===== config.mk =====
export PLATFORM = sky130hd
export DESIGN_NAME = framed_lane_deframer_crc12_unit
export DESIGN_NICKNAME = d
export VERILOG_FILES = /design/src/rtl/core/fldc_pkg.sv /design/src/rtl/core/fldc_in_reg.sv /design/src/rtl/core/fldc_parse.sv /design/src/rtl/core/fldc_out_reg.sv /design/src/rtl/core/framed_lane_deframer_crc12_unit.sv
export SDC_FILE = /design/constraint.sdc
export NUM_CORES = 1
export LEC_CHECK = 0
export BUFFER_PORTS_ARGS = -buffer_cell sky130_fd_sc_hd__buf_2
export CAP_MARGIN = 20
export CORE_MARGIN = 8
export CORE_UTILIZATION = 50
export DETAILED_ROUTE_END_ITERATION = 10
export PLACE_DENSITY = 0.69
export SLEW_MARGIN = 20
export SYNTH_ARGS = -nofsm -noshare
export SYNTH_HDL_FRONTEND = slang
export SYNTH_SLANG_ARGS = --single-unit

===== constraint.sdc =====
create_clock -name clk -period 8.21 [get_ports clk]
set_clock_uncertainty 0.2 [all_clocks]
set_input_delay 0.4105 -clock clk [delete_from_list [all_inputs] [get_ports clk]]
set_output_delay 0.4105 -clock clk [all_outputs]
set_load 0.01 [all_outputs]

===== src/rtl/core/fldc_pkg.sv =====
// Shared constants, result type, a CRC-12 helper and the sync-word helper for the lane deframer.
// No dependencies; fldc_parse, fldc_out_reg and the top level import this package.
package fldc_pkg;

  localparam int DATA_WORDS = 128;
  localparam int LANES      = 4;

  // A frame is the sync word, lane ID, count, the data words and the CRC word.
  localparam int FRAME_LAST = DATA_WORDS + 3;
  localparam int POS_W      = $clog2(FRAME_LAST + 1);

  localparam logic [11:0] CRC_POLY   = 12'h80F;
  localparam logic [15:0] SYNC_BASE  = 16'hFA35;
  localparam logic [15:0] SYNC_STEP  = 16'h0111;
  localparam logic [3:0]  ID_NIBBLE  = 4'hE;

  localparam logic KIND_SAMPLE = 1'b0;
  localparam logic KIND_VERDICT = 1'b1;

  typedef struct packed {
    logic        kind;
    logic [1:0]  lane;
    logic [8:0]  channel;
    logic [15:0] pcm_sample;
    logic [11:0] cycle_count;
    logic        crc_ok;
    logic        lane_id_bad;
    logic        sequence_gap;
    logic [3:0]  drop_count;
  } result_t;

  // Twelve shift steps of the CRC register after folding in one word.
  // This is a fixed XOR network; each output bit is an XOR of a few input bits.
  function automatic logic [11:0] crc12_fold(logic [11:0] crc, logic [11:0] word);
    logic [11:0] r;
    r = crc ^ word;
    for (int k = 0; k < 12; k++) begin
      if (r[11]) begin
        r = {r[10:0], 1'b0} ^ CRC_POLY;
      end else begin
        r = {r[10:0], 1'b0};
      end
    end
    return r;
  endfunction

  function automatic logic [15:0] lane_sync(int lane_num);
    return 16'(SYNC_BASE + 16'(SYNC_STEP * lane_num));
  endfunction

endpackage


===== src/rtl/core/fldc_in_reg.sv =====
// Input register stage of the lane deframer: holds one received word.
// Does not use fldc_pkg.
module fldc_in_reg (
  input  logic        clk,
  input  logic        rst,
  input  logic        in_valid,
  output logic        in_ready,
  input  logic [15:0] stream_word,
  input  logic        word_take,
  output logic        word_valid,
  output logic [15:0] word
);

  logic accept;

  assign in_ready = !word_valid || word_take;
  assign accept   = in_valid && in_ready;

  always_ff @(posedge clk) begin
    if (rst) begin
      word_valid <= 1'b0;
    end else if (accept) begin
      word_valid <= 1'b1;
    end else if (word_take) begin
      word_valid <= 1'b0;
    end
  end

  always_ff @(posedge clk) begin
    if (accept) begin
      word <= stream_word;
    end
  end

endmodule


===== src/rtl/core/fldc_parse.sv =====
// Frame parser of the lane deframer: sync hunt, header checks, CRC and per-lane
// sequence state. Uses fldc_pkg for constants, the result type and the CRC and sync helpers.
module fldc_parse
  import fldc_pkg::*;
(
  input  logic        clk,
  input  logic        rst,
  input  logic        word_valid,
  input  logic [15:0] word,
  input  logic        res_ready,
  output logic        word_take,
  output logic        res_valid,
  output result_t     res
);

  logic              in_frame, in_frame_next;
  logic [POS_W-1:0]  pos, pos_next;
  logic [1:0]        cur_lane, cur_lane_next;
  logic [11:0]       crc, crc_next;
  logic [11:0]       count_hold, count_hold_next;
  logic              id_bad, id_bad_next;
  logic              seq_gap, seq_gap_next;
  logic [3:0]        drop, drop_next;
  logic [11:0]       last_count [4];
  logic [3:0]        count_seen;

  logic [11:0]       val;
  logic [11:0]       folded;
  logic              produce;
  logic              last_word;
  logic [POS_W-1:0]  idx;
  logic [POS_W-1:0]  half;
  logic              hit;
  logic [1:0]        hit_lane;
  logic [15:0]       hit_sync;
  logic              bad_now;
  logic [11:0]       count_inc;

  assign val       = word[11:0];
  assign folded    = crc12_fold(crc, val);
  assign produce   = in_frame && (pos >= POS_W'(3));
  assign last_word = (pos == POS_W'(FRAME_LAST));
  assign word_take = word_valid && (res_ready || !produce);
  assign idx       = pos - POS_W'(3);
  assign half      = idx >> 1;
  assign count_inc = last_count[cur_lane] + 12'd1;
  assign bad_now   = (word[15:12] != ID_NIBBLE) || (word[5:0] != ~word[11:6]) ||
                     (word[7:6] != cur_lane);

  always_comb begin
    hit      = 1'b0;
    hit_lane = 2'd0;
    hit_sync = 16'd0;
    for (int l = 0; l < LANES; l++) begin
      if (!hit && word == lane_sync(l)) begin
        hit      = 1'b1;
        hit_lane = 2'(l);
        hit_sync = lane_sync(l);
      end
    end
  end

  always_comb begin
    in_frame_next   = in_frame;
    pos_next        = pos;
    cur_lane_next   = cur_lane;
    crc_next        = crc;
    count_hold_next = count_hold;
    id_bad_next     = id_bad;
    seq_gap_next    = seq_gap;
    drop_next       = drop;
    if (!in_frame) begin
      if (hit) begin
        in_frame_next = 1'b1;
        pos_next      = POS_W'(1);
        cur_lane_next = hit_lane;
        crc_next      = crc12_fold(12'd0, hit_sync[11:0]);
      end
    end else if (pos == POS_W'(1)) begin
      id_bad_next  = bad_now;
      seq_gap_next = 1'b0;
      drop_next    = bad_now ? 4'd0 : word[11:8];
      crc_next     = folded;
      pos_next     = pos + POS_W'(1);
    end else if (pos == POS_W'(2)) begin
      crc_next        = folded;
      count_hold_next = val;
      if (count_seen[cur_lane] && count_inc != val) begin
        seq_gap_next = 1'b1;
      end
      pos_next = pos + POS_W'(1);
    end else if (!last_word) begin
      crc_next = folded;
      pos_next = pos + POS_W'(1);
    end else begin
      in_frame_next = 1'b0;
      pos_next      = '0;
    end
  end

  always_comb begin
    res             = '0;
    res_valid       = word_valid && produce;
    res.lane        = cur_lane;
    res.cycle_count = count_hold;
    if (last_word) begin
      res.kind         = KIND_VERDICT;
      res.crc_ok       = (val == crc);
      res.lane_id_bad  = id_bad;
      res.sequence_gap = seq_gap;
      res.drop_count   = drop;
    end else begin
      res.kind       = KIND_SAMPLE;
      res.channel    = {cur_lane, idx[0], 6'd0} + 9'(half);
      res.pcm_sample = {~val[11], val[10:0], 4'd0};
    end
  end

  always_ff @(posedge clk) begin
    if (rst) begin
      in_frame   <= 1'b0;
      pos        <= '0;
      cur_lane   <= 2'd0;
      crc        <= 12'd0;
      count_hold <= 12'd0;
      id_bad     <= 1'b0;
      seq_gap    <= 1'b0;
      drop       <= 4'd0;
      count_seen <= 4'd0;
      for (int l = 0; l < 4; l++) begin
        last_count[l] <= 12'd0;
      end
    end else if (word_take) begin
      in_frame   <= in_frame_next;
      pos        <= pos_next;
      cur_lane   <= cur_lane_next;
      crc        <= crc_next;
      count_hold <= count_hold_next;
      id_bad     <= id_bad_next;
      seq_gap    <= seq_gap_next;
      drop       <= drop_next;
      if (in_frame && pos == POS_W'(2)) begin
        last_count[cur_lane] <= val;
        count_seen[cur_lane] <= 1'b1;
      end
    end
  end

  a_hunt_pos_zero: assert property (@(posedge clk) disable iff (rst)
    !in_frame |-> pos == '0)
    else $error("position counter not cleared while hunting");

  a_pos_range: assert property (@(posedge clk) disable iff (rst)
    in_frame |-> (pos >= POS_W'(1) && pos <= POS_W'(FRAME_LAST)))
    else $error("position counter out of frame range");

  a_verdict_ends_frame: assert property (@(posedge clk) disable iff (rst)
    (word_take && res_valid && res.kind == KIND_VERDICT) |=> !in_frame)
    else $error("frame did not close after the verdict");

  a_count_marks_lane: assert property (@(posedge clk) disable iff (rst)
    (word_take && in_frame && pos == POS_W'(2)) |=> count_seen[$past(cur_lane)])
    else $error("count word did not mark its lane as seen");

endmodule


===== src/rtl/core/fldc_out_reg.sv =====
// Result register of the lane deframer: holds one result until it is taken.
// Uses fldc_pkg for the result type.
module fldc_out_reg
  import fldc_pkg::*;
(
  input  logic    clk,
  input  logic    rst,
  input  logic    res_valid,
  input  result_t res,
  input  logic    word_take,
  output logic    res_ready,
  output logic    out_valid,
  input  logic    out_ready,
  output result_t out_res
);

  logic load;

  assign res_ready = !out_valid || out_ready;
  assign load      = res_valid && word_take;

  always_ff @(posedge clk) begin
    if (rst) begin
      out_valid <= 1'b0;
    end else if (load) begin
      out_valid <= 1'b1;
    end else if (out_ready) begin
      out_valid <= 1'b0;
    end
  end

  always_ff @(posedge clk) begin
    if (load) begin
      out_res <= res;
    end
  end

endmodule


===== src/rtl/core/framed_lane_deframer_crc12_unit.sv =====
// Channel   Handshake             Payload
// input     in_valid / in_ready   stream_word
// output    out_valid / out_ready kind, lane, channel, pcm_sample, cycle_count,
//                                 crc_ok, lane_id_bad, sequence_gap, drop_count
//
// One word is taken per cycle unless a stalled result holds it back. A word passes
// through the input register and the single-pass parse logic, and its result is held in
// the result register. Reset clears frame state, per-lane counts and both valid flags.
// A stalled result holds the output; words that give no result keep flowing.
// Top level of the lane deframer; uses fldc_pkg, fldc_in_reg, fldc_parse, fldc_out_reg.
module framed_lane_deframer_crc12_unit
  import fldc_pkg::*;
(
  input  logic        clk,
  input  logic        rst,
  input  logic        in_valid,
  output logic        in_ready,
  input  logic [15:0] stream_word,
  output logic        out_valid,
  input  logic        out_ready,
  output logic        kind,
  output logic [1:0]  lane,
  output logic [8:0]  channel,
  output logic signed [15:0] pcm_sample,
  output logic [11:0] cycle_count,
  output logic        crc_ok,
  output logic        lane_id_bad,
  output logic        sequence_gap,
  output logic [3:0]  drop_count
);

  logic        word_valid;
  logic [15:0] word;
  logic        word_take;
  logic        res_ready;
  logic        res_valid;
  result_t     res;
  result_t     out_res;

  fldc_in_reg u_in_reg (
    .clk         (clk),
    .rst         (rst),
    .in_valid    (in_valid),
    .in_ready    (in_ready),
    .stream_word (stream_word),
    .word_take   (word_take),
    .word_valid  (word_valid),
    .word        (word)
  );

  fldc_parse u_parse (
    .clk        (clk),
    .rst        (rst),
    .word_valid (word_valid),
    .word       (word),
    .res_ready  (res_ready),
    .word_take  (word_take),
    .res_valid  (res_valid),
    .res        (res)
  );

  fldc_out_reg u_out_reg (
    .clk       (clk),
    .rst       (rst),
    .res_valid (res_valid),
    .res       (res),
    .word_take (word_take),
    .res_ready (res_ready),
    .out_valid (out_valid),
    .out_ready (out_ready),
    .out_res   (out_res)
  );

  assign kind         = out_res.kind;
  assign lane         = out_res.lane;
  assign channel      = out_res.channel;
  assign pcm_sample   = out_res.pcm_sample;
  assign cycle_count  = out_res.cycle_count;
  assign crc_ok       = out_res.crc_ok;
  assign lane_id_bad  = out_res.lane_id_bad;
  assign sequence_gap = out_res.sequence_gap;
  assign drop_count   = out_res.drop_count;

endmodule

==> flow_summary.toml, run 1 <==
[run_status]
outcome = "completed"

[logic_synthesis]
async_flop_share_pct = 0
syn_area_sq_um = 7380
synth_warnings = 0
yosysMostFrequentCell = "edfxtp_1"
synthTopCellsByArea = "edfxtp_1 44%, dfxtp_1 13%, xnor2_1 5.0%"
yosysUniqueCellTypes = 62
synth_edf_count = 107
ys_ff_latch = 156
yosysTopAreaCell = "edfxtp_1"
ys_seq_area_share_pct = 56.8
syn_area_per_cell_sq_um = 12.1
synth-main-ff-cell = "edfxtp_1"
yosys.area.top_type_share_pct = 43.5
synthCells = 609
synth_common_cells = "107 x edfxtp_1, 57 x and2_1, 53 x nor2_1"

[cts]
cts_tree = "built"
cts_setup_buffers = 0
ctsResizeCount = 0
clk_pin_slew_ps = 60
htree_num_levels = 4
clock_path_buffers = 2
clock_sinks = 156
cts_buffers = 17
cts_root_buf = "clkbuf_16"
clk_latency_ps = 420

[floorplanning]
pin_count = 69
start_util_pct = 51.0
rows = 44
die_w_um = 137
design.die.area_sq_um = 18900
die_h_um = 137
coreArea_sq_um = 14500

[drt]
drtPass1Iterations = 5
drt-vias-per-instance = 5.46
drt_iter0_drc = 367
wl_mm = 15.8
route.antenna.remaining_nets = 0
vias = 4742
route.detailed.drc = 0
wl_per_cell_um = 18.2

[layout]
diodes = 0
area.sequential_sq_um = 4190
final_layout_size_suffix_gt1_share_pct = 18.6
syn_to_final_growth_pct = 13.7
multi_input_area_sq_um = 2880
fin_cells = 868
fillers = 1171
nNetsFinal = 698

[place]
numPortBuffers = 64
finalWeightedCongestion = 0.873
dp_cells = 820
dp_hpwl_mm = 10.5
place_ws_ps = 4670

[sta]
grt_setup_unrepaired = "no"
layout_min_cycle_time_ps = 3550
max_slew_margin_pct = 30.6
fin_ws_ps = 4660
hold_viol = 0
finalCritPeriodShare_pct = 43.2
setup_viol = 0
tns_ps = 0
tightest_slew_ps = 1040
fmax_mhz = 282
drv_slew = 0

[global_route]
antenna_found_initial = 0
grt_usage_pct = 17.6
overflow = 0
grt_start_max_net_pins = 46
grt_pass1_wl_mm = 25.4
grt_pass1_vias = 4779

[worst_setup_path]
worst_setup_path_end_kind = "flop"
crit_type = "flop to flop"
critical_path_arrival_ps = 3640
cp_max_fo = 12
critical_path_required_ps = 8300
startpoint_type = "flop"

[power]
p_leak_uw = 0.00301
p_per_area_nw_per_um2 = 204
vdd_drop_max_mv = 0.146
total_power_uw = 1710

[min_path]
min_path_type = "primary input to flop"

[run]
drv_cap = 0
stage by stage:
step                util (%)  cell area (sq um)  hold slack [ps]
finish                  58.0               8390             63.1
global route            58.0               8390             81.5
CTS                     58.0               8390             53.5
detailed placement      53.1               7680              220
global placement        53.1               7680              216
floorplan                  -               7390              206
cell families (layout without fill, tap and decap cells):
logic type | count (synthesis) | count (layout) | share of synthesized area (%)
buf+inv | 52 | 124 | 4.44
fa+ha+maj | 7 | 7 | 1.19
compound gates | 72 | 72 | 6.32
xor+xnor | 61 | 61 | 7.71
flops | 156 | 156 | 56.8
simple gates | 234 | 234 | 17.7
mux | 26 | 26 | 5.73
other cells | 1 | 4 | 0.0508
report_power, final:
part | switching (uW) | total, uW | internal [uW]
combinational | 53.2 | 109 | 56.3
clock | 301 | 726 | 425
sequential | 27.4 | 880 | 852
total | 382 | 1710 | 1330
flip-flops by register name, summed over array words and instances (netlist names), named ones only:
signal,flops
u_parse.last_count,48
u_parse.crc,12
u_parse.in_frame,1
u_out_reg.out_res,43
u_parse.seq_gap,1
u_parse.count_seen,4
u_parse.id_bad,1
u_parse.pos,8
u_out_reg.out_valid,1
u_parse.count_hold,12
u_in_reg.word_valid,1
u_parse.cur_lane,2
u_in_reg.word,16
u_parse.drop,4
what timing repair did:
item,in CTS,in global routing
hold buffers,16,0
hold endpoints to repair,16,0
setup endpoints to repair,0,0
layout make-up:
type                       count  area share (%)
clock inverter                10            1.12
timing repair buffer          83            5.99
multi-input combinational    404            34.4
sequential                   156            50.0
tap                          184            2.74
inverter                       9           0.403
clock buffer                  22            5.41
cell usage in the layout, fill, tap and decap left out, types with 3 or more instances in the layout:
master         Yosys  routed
xnor2_1           42      42
mux2i_1           13      13
inv_1              8       8
a211oi_1           4       4
nand2_1           37      37
or2_2              3       3
clkbuf_1          17       4
dfxtp_1           49      49
mux4_2            13      13
and3_1             8       8
ha_1               7       7
clkbuf_16          0      17
a31oi_1            4       3
nor2b_1           18      18
dlygate4sd3_1      0      16
nor2_1            53      52
buf_2              3      64
clkinvlp_4         0       3
edfxtp_1         107     107
xor2_1            16      16
and2_1            57      57
a311oi_1           3       3
o211ai_1           4       4
nor3_1            10      10
a21o_1             3       3
or3_1              4       4
buf_4             12       3
nand4_1            5       5
clkinv_2           0       3
o21ai_0           14      14
nand3_1           16      16
conb_1             1       4
a21oi_1           27      27
critical path, cell delays in order (launching register included):
cell	delay, ps
dfxtp_1	810
mux4_2	650
ha_1	250
xnor2_1	140
xnor2_1	150
or4_1	490
nor3_1	180
o311ai_1	140
a2111oi_2	300
a21oi_1	100
worst paths after layout:
path / to / slack (ps) / cells past startpoint / from
worst min-delay path: u_in_reg.word_valid / 60 / 3 / in_valid
worst max register to register: u_parse.seq_gap / 4660 / 9 / flop
worst min register to register: u_out_reg.out_res[13] / 240 / 0 / u_parse.count_hold[6]
worst max-delay path: u_parse.seq_gap / 4660 / 9 / flop
per-layer routing:
layer | track usage (%) | share of wire, % | up-vias
met4 | 6.52 | 1.7 | 0
met3 | 4.70 | 7.3 | 22
li1 | - | - | 2275
met2 | 28.9 | 49 | 169
met5 | 0 | 0 | -
met1 | 21.9 | 42 | 2276
Power figures use the tool's default switching activity.
==> inputs of run 2 (changes only) <==
- clock period: 8.21 -> 3.58 ns (I/O delays scaled with it)
==> run 2 against run 1 <==
Compared with the run above: register-to-register slack got worse by 4100 ps; fmax is 16% higher; die area is the same; sequential share of layout area decreased by 1.6 points; critical endpoint unchanged; largest cell class unchanged; highest routed layer unchanged.
==> flow_summary.toml, run 2 (synthesis gave the netlist of run 1 again) <==
[worst_setup_path]
crit_top_cell = "xnor2_1"
path_buf_inv = 0
worst_path_max_delay_cell = "mux4_2"
crit_type = "flop to flop"
cp_slowest_stage_delay_ps = 580
critical_path_arrival_ps = 3160
cp_max_fo = 4
r2r-end = "u_parse.seq_gap"
startpoint_type = "flop"
path_cells = "mux4_2, ha_1, xnor2_1, xnor2_1, or4_1, nor3_1, o311ai_1, a2111oi_2, a21oi_1"
critical_path_required_ps = 3680
r2r_slack_ps = 520
critPathTopFamily = "simple AND/OR/NAND/NOR gates"
r2r_cells = 9
worst_setup_path_end_kind = "flop"

[sta]
timing.hold.ws_ps = 212
layout_min_cycle_time_ps = 3060
tightest_slew_ps = 974
drv_slew = 0
max_slew_margin_pct = 35.1
grt_setup_unrepaired = "no"
setup_viol = 0
hold_viol = 0
fin_ws_ps = 518
fmax_mhz = 327
tns_ps = 0
finalCritPeriodShare_pct = 85.5

[global_route]
overflow = 0
grt_usage_pct = 18.1
grt_pass1_wl_mm = 25.8
grt_pass1_vias = 4901
grt_start_max_net_pins = 46
antenna_found_initial = 0

[place]
numPortBuffers = 64
finalWeightedCongestion = 0.886
place_ws_ps = 550
dp_hpwl_mm = 11.3

[cts]
cts_root_buf = "clkbuf_16"
clock_sinks = 156
cts_buffers = 17
clk_pin_slew_ps = 60
clock_path_buffers = 2
cts_setup_buffers = 0
htree_num_levels = 4
clk_latency_ps = 420
cts_tree = "built"

[layout]
largest_register_ffs = 48
multi_input_area_sq_um = 2880
fillers = 1185
diodes = 0
nNetsFinal = 721
layout_commonest_cell = "edfxtp_1"
largest-register = "u_parse.last_count"
top_regs = "u_parse.last_count (48), u_out_reg.out_res (43), u_in_reg.word (16)"
syn_to_final_growth_pct = 17.4
final_layout_size_suffix_gt1_share_pct = 21.1
final_cell_mix = "107 x edfxtp_1, 64 x buf_2, 57 x and2_1"
area.sequential_sq_um = 4190

[drt]
drtPass1Iterations = 5
wl_per_cell_um = 18.4
drt-vias-per-instance = 5.44
wl_mm = 16.4
drt_iter0_drc = 380
route.detailed.drc = 0
vias = 4844
route.antenna.remaining_nets = 0

[min_path]
hold_start = "rst"
whs_path_depth = 2
min_path_type = "primary input to flop"
whs_endpoint = "u_parse.pos[0]"

[power]
vdd_drop_max_mv = 0.402
p_leak_uw = 0.00317
p_per_area_nw_per_um2 = 491

[floorplanning]
pin_count = 69
die_h_um = 137
start_util_pct = 51.0
rows = 44
design.die.area_sq_um = 18900
coreArea_sq_um = 14500
die_w_um = 137

[run]
drv_cap = 0

[run_status]
outcome = "completed"
==> run 2: cell count changes in the layout (fill, tap and decap cells not counted) <==
cell / delta
bufinv_16: +4
clkbuf_1: -2
clkbuf_8: -1
clkinv_1: +1
clkinv_2: -3
inv_6: +2
dlygate4sd3_1: +2
clkinvlp_4: -1
buf_4: +21
==> run 2: where the power goes <==
group	leakage, uW	internal (uW)	switching [uW]
Clock	0.000306	1240	724
Combinational	0.00140	144	168
Sequential	0.00146	1950	25.1
==> run 2: area by class of cell <==
| class | count | share of cell area, % |
|---|---|---|
| sequential | 156 | 48.4 |
| multi-input combinational | 404 | 33.3 |
| timing repair buffer | 106 | 7.85 |
| clock buffer | 19 | 4.99 |
| tap | 184 | 2.66 |
| clock inverter | 13 | 2.45 |
| inverter | 9 | 0.390 |
==> run 2: layer usage <==
metal  global-route usage [%]  vias up  routed length [um]
met5                        0        -                   0
met1                     21.4     2353                6840
met3                     4.96       25                 959
met4                     7.30        0                 286
li1                         -     2316                   -
met2                     30.4      150                8310
==> run 2: worst reg2reg max path: stages (launching register included) <==
cell	delay, ps
dfxtp_1	410
mux4_2	580
ha_1	260
xnor2_1	150
xnor2_1	130
or4_1	500
nor3_1	180
o311ai_1	130
a2111oi_2	300
a21oi_1	100
==> run 2: what timing repair did <==
action	4_1_cts	5_1_grt
gates resized for setup	0	0
endpoints found under the hold margin	18	0
hold buffers	18	0
==> run 2: worst max path at each step <==
stage / startpoint / slack (ps) / depth (start not counted) / endpoint
floorplan: u_parse.pos[2] / 230 / 6 / u_out_reg.out_res[0]
global placement: flop / 610 / 9 / u_parse.seq_gap
detailed placement: flop / 550 / 9 / u_parse.seq_gap
CTS: flop / 500 / 9 / u_parse.seq_gap
global route: flop / 260 / 9 / u_parse.seq_gap
finish: flop / 520 / 9 / u_parse.seq_gap
==> run 2: through the flow <==
stage / cell area, sq um / power [uW] / instances / util [%]
2_1_floorplan: 7390 / 2230 / 612 / -
3_3_place_gp: 7840 / 2300 / 841 / 54.2
3_5_place_dp: 7840 / 2310 / 841 / 54.2
4_1_cts: 8670 / 4280 / 891 / 59.9
5_1_grt: 8670 / 4380 / 891 / 59.9
6_report: 8670 / 4260 / 891 / 59.9
==> inputs of run 3 (changes only) <==
- CTS_BUF_LIST: not set -> sky130_fd_sc_hd__clkbuf_4
==> run 3 against run 2 <==
Compared with the run above: non-clock buffer count up 1; worst hold slack worse by 160 ps; sequential power about the same; core utilization down 1.9 points; routed wire length down 1.2%; final cell count up 0.22%; clock power down 36%; combinational power about the same; fmax up 0.71%; first-iteration DRC count up 5.5%; total power down 16%; sequential cell count unchanged; critical path type unchanged.
==> flow_summary.toml, run 3 (synthesis gave the netlist of run 1 again) <==
[global_route]
grt_util_met3_pct = 4.70
grt_pass1_vias = 4860
grt_use_met1_pct = 21.5
antenna_found_initial = 1
grt_start_max_net_pins = 46
overflow = 0
grtUsageMet2_pct = 30.1
grt_pass1_wl_mm = 25.6
grt_usage_pct = 17.8
busiest_layer = "met2"

[drt]
vias = 4843
route.antenna.remaining_nets = 0
drtPass1Iterations = 6
wl_mm = 16.2
route.detailed.drc = 0
wl_per_cell_um = 18.1
drt-vias-per-instance = 5.42
drt_iter0_drc = 401

[min_path]
hold_start = "rst"
min_path_type = "primary input to flop"

[layout]
final_layout_size_suffix_gt1_share_pct = 21.3
final_cell_mix = "107 x edfxtp_1, 64 x buf_2, 57 x and2_1"
top_regs = "u_parse.last_count (48), u_out_reg.out_res (43), u_in_reg.word (16)"
largest-register = "u_parse.last_count"
multi_input_area_sq_um = 2880
syn_to_final_growth_pct = 13.7
layout_commonest_cell = "edfxtp_1"
nNetsFinal = 722
largest_register_ffs = 48
fillers = 1225
area.sequential_sq_um = 4190

[place]
numPortBuffers = 64
dp_hpwl_mm = 11.3
finalWeightedCongestion = 0.886

[worst_setup_path]
startpoint_type = "flop"
cp_slowest_stage_delay_ps = 610
path_cells = "nor4bb_1, nand4b_1, a21oi_1, o31a_2, and2_1, o21ai_1, a311oi_1"
crit-reg2reg-launch = "u_in_reg.word[8]"
crit_type = "flop to flop"
cp_max_fo = 16
critPathTopFamily = "simple AND/OR/NAND/NOR gates"
worst_setup_path_end_kind = "flop"
path_buf_inv = 0
critical_path_required_ps = 3830
critical_path_arrival_ps = 3290
critical_path.startpoint = "u_in_reg.word[8]"
worst_path_max_delay_cell = "edfxtp_1"

[sta]
layout_min_cycle_time_ps = 3040
hold_viol = 0
timing.hold.ws_ps = 49.5
tightest_slew_ps = 953
grt_setup_unrepaired = "no"
fmax_mhz = 329
drv_slew = 0
finalCritPeriodShare_pct = 84.9
setup_viol = 0
tns_ps = 0
max_slew_margin_pct = 36.4

[run]
drv_cap = 0

[cts]
cts_root_buf = "clkbuf_4"
cts_tree = "built"
cts_buffers = 17
clk_latency_ps = 550
clk_pin_slew_ps = 140
cts_setup_buffers = 0
clock_sinks = 156
htree_num_levels = 4
clock_path_buffers = 2
ctsResizeCount = 0

[floorplanning]
die_w_um = 137
die_h_um = 137
rows = 44
pin_count = 69
design.die.area_sq_um = 18900
coreArea_sq_um = 14500
start_util_pct = 51.0

[run_status]
outcome = "completed"

[power]
vdd_drop_max_mv = 0.263
p_leak_uw = 0.00305
p_per_area_nw_per_um2 = 424
-- run 3: layout make-up --
| cell class | instances | share of cell area (%) |
|---|---|---|
| clock buffers | 19 | 1.70 |
| diodes | 1 | 0.0298 |
| repair buffers | 107 | 8.23 |
| inverters | 9 | 0.403 |
| well taps | 184 | 2.74 |
| flip-flops and latches | 156 | 50.0 |
| multi-input cells | 404 | 34.4 |
| clock inverters | 13 | 2.54 |
-- run 3: what timing repair did --
| action | in CTS | in global routing |
|---|---|---|
| hold buffers | 19 | 0 |
| setup endpoints to repair | 0 | 0 |
| endpoints found under the hold margin | 34 | 0 |
-- run 3: path summary, 6_finish.rpt --
check | endpoint | slack, ps | depth (start not counted)
worst min register to register | u_out_reg.out_res[18] | 250 | 0
worst min-delay path | u_parse.id_bad | 50 | 2
worst max-delay path | u_parse.crc[11] | 540 | 7
worst max register to register | u_parse.crc[11] | 540 | 7
-- run 3: worst register-to-register path: cells and delay by family (launching register included) --
| kind | cells | cell delay, ps |
|---|---|---|
| and+or+nand+nor | 3 | 1190 |
| AOI/OAI and AO/OA | 4 | 940 |
| DFF | 1 | 610 |
-- run 3: per-stage QoR --
stage | instances | instance area, sq um | util, % | total power (uW) | setup WS, ps
final | 893 | 8390 | 58.0 | 3560 | 539
after global routing | 893 | 8390 | 58.0 | 3690 | 260
after CTS | 892 | 8390 | 57.9 | 3590 | 531
after detailed placement | 841 | 7840 | 54.2 | 2310 | 550
after global placement | 841 | 7840 | 54.2 | 2300 | 610
after floorplan | 612 | 7390 | - | 2230 | 228
-- run 3: power by group --
part | switching (uW) | internal, uW | leakage, uW | total, uW
logic | 167 | 145 | 0.00141 | 312
registers | 24.9 | 1950 | 0.00146 | 1980
clock network | 628 | 646 | 0.000182 | 1270
total | 819 | 2740 | 0.00305 | 3560
-- run 3: layer usage --
metal	part of all wire, %	vias up
li1	-	2318
met1	43	2360
met2	50	137
met3	5.3	28
met4	1.9	0
met5	0	-
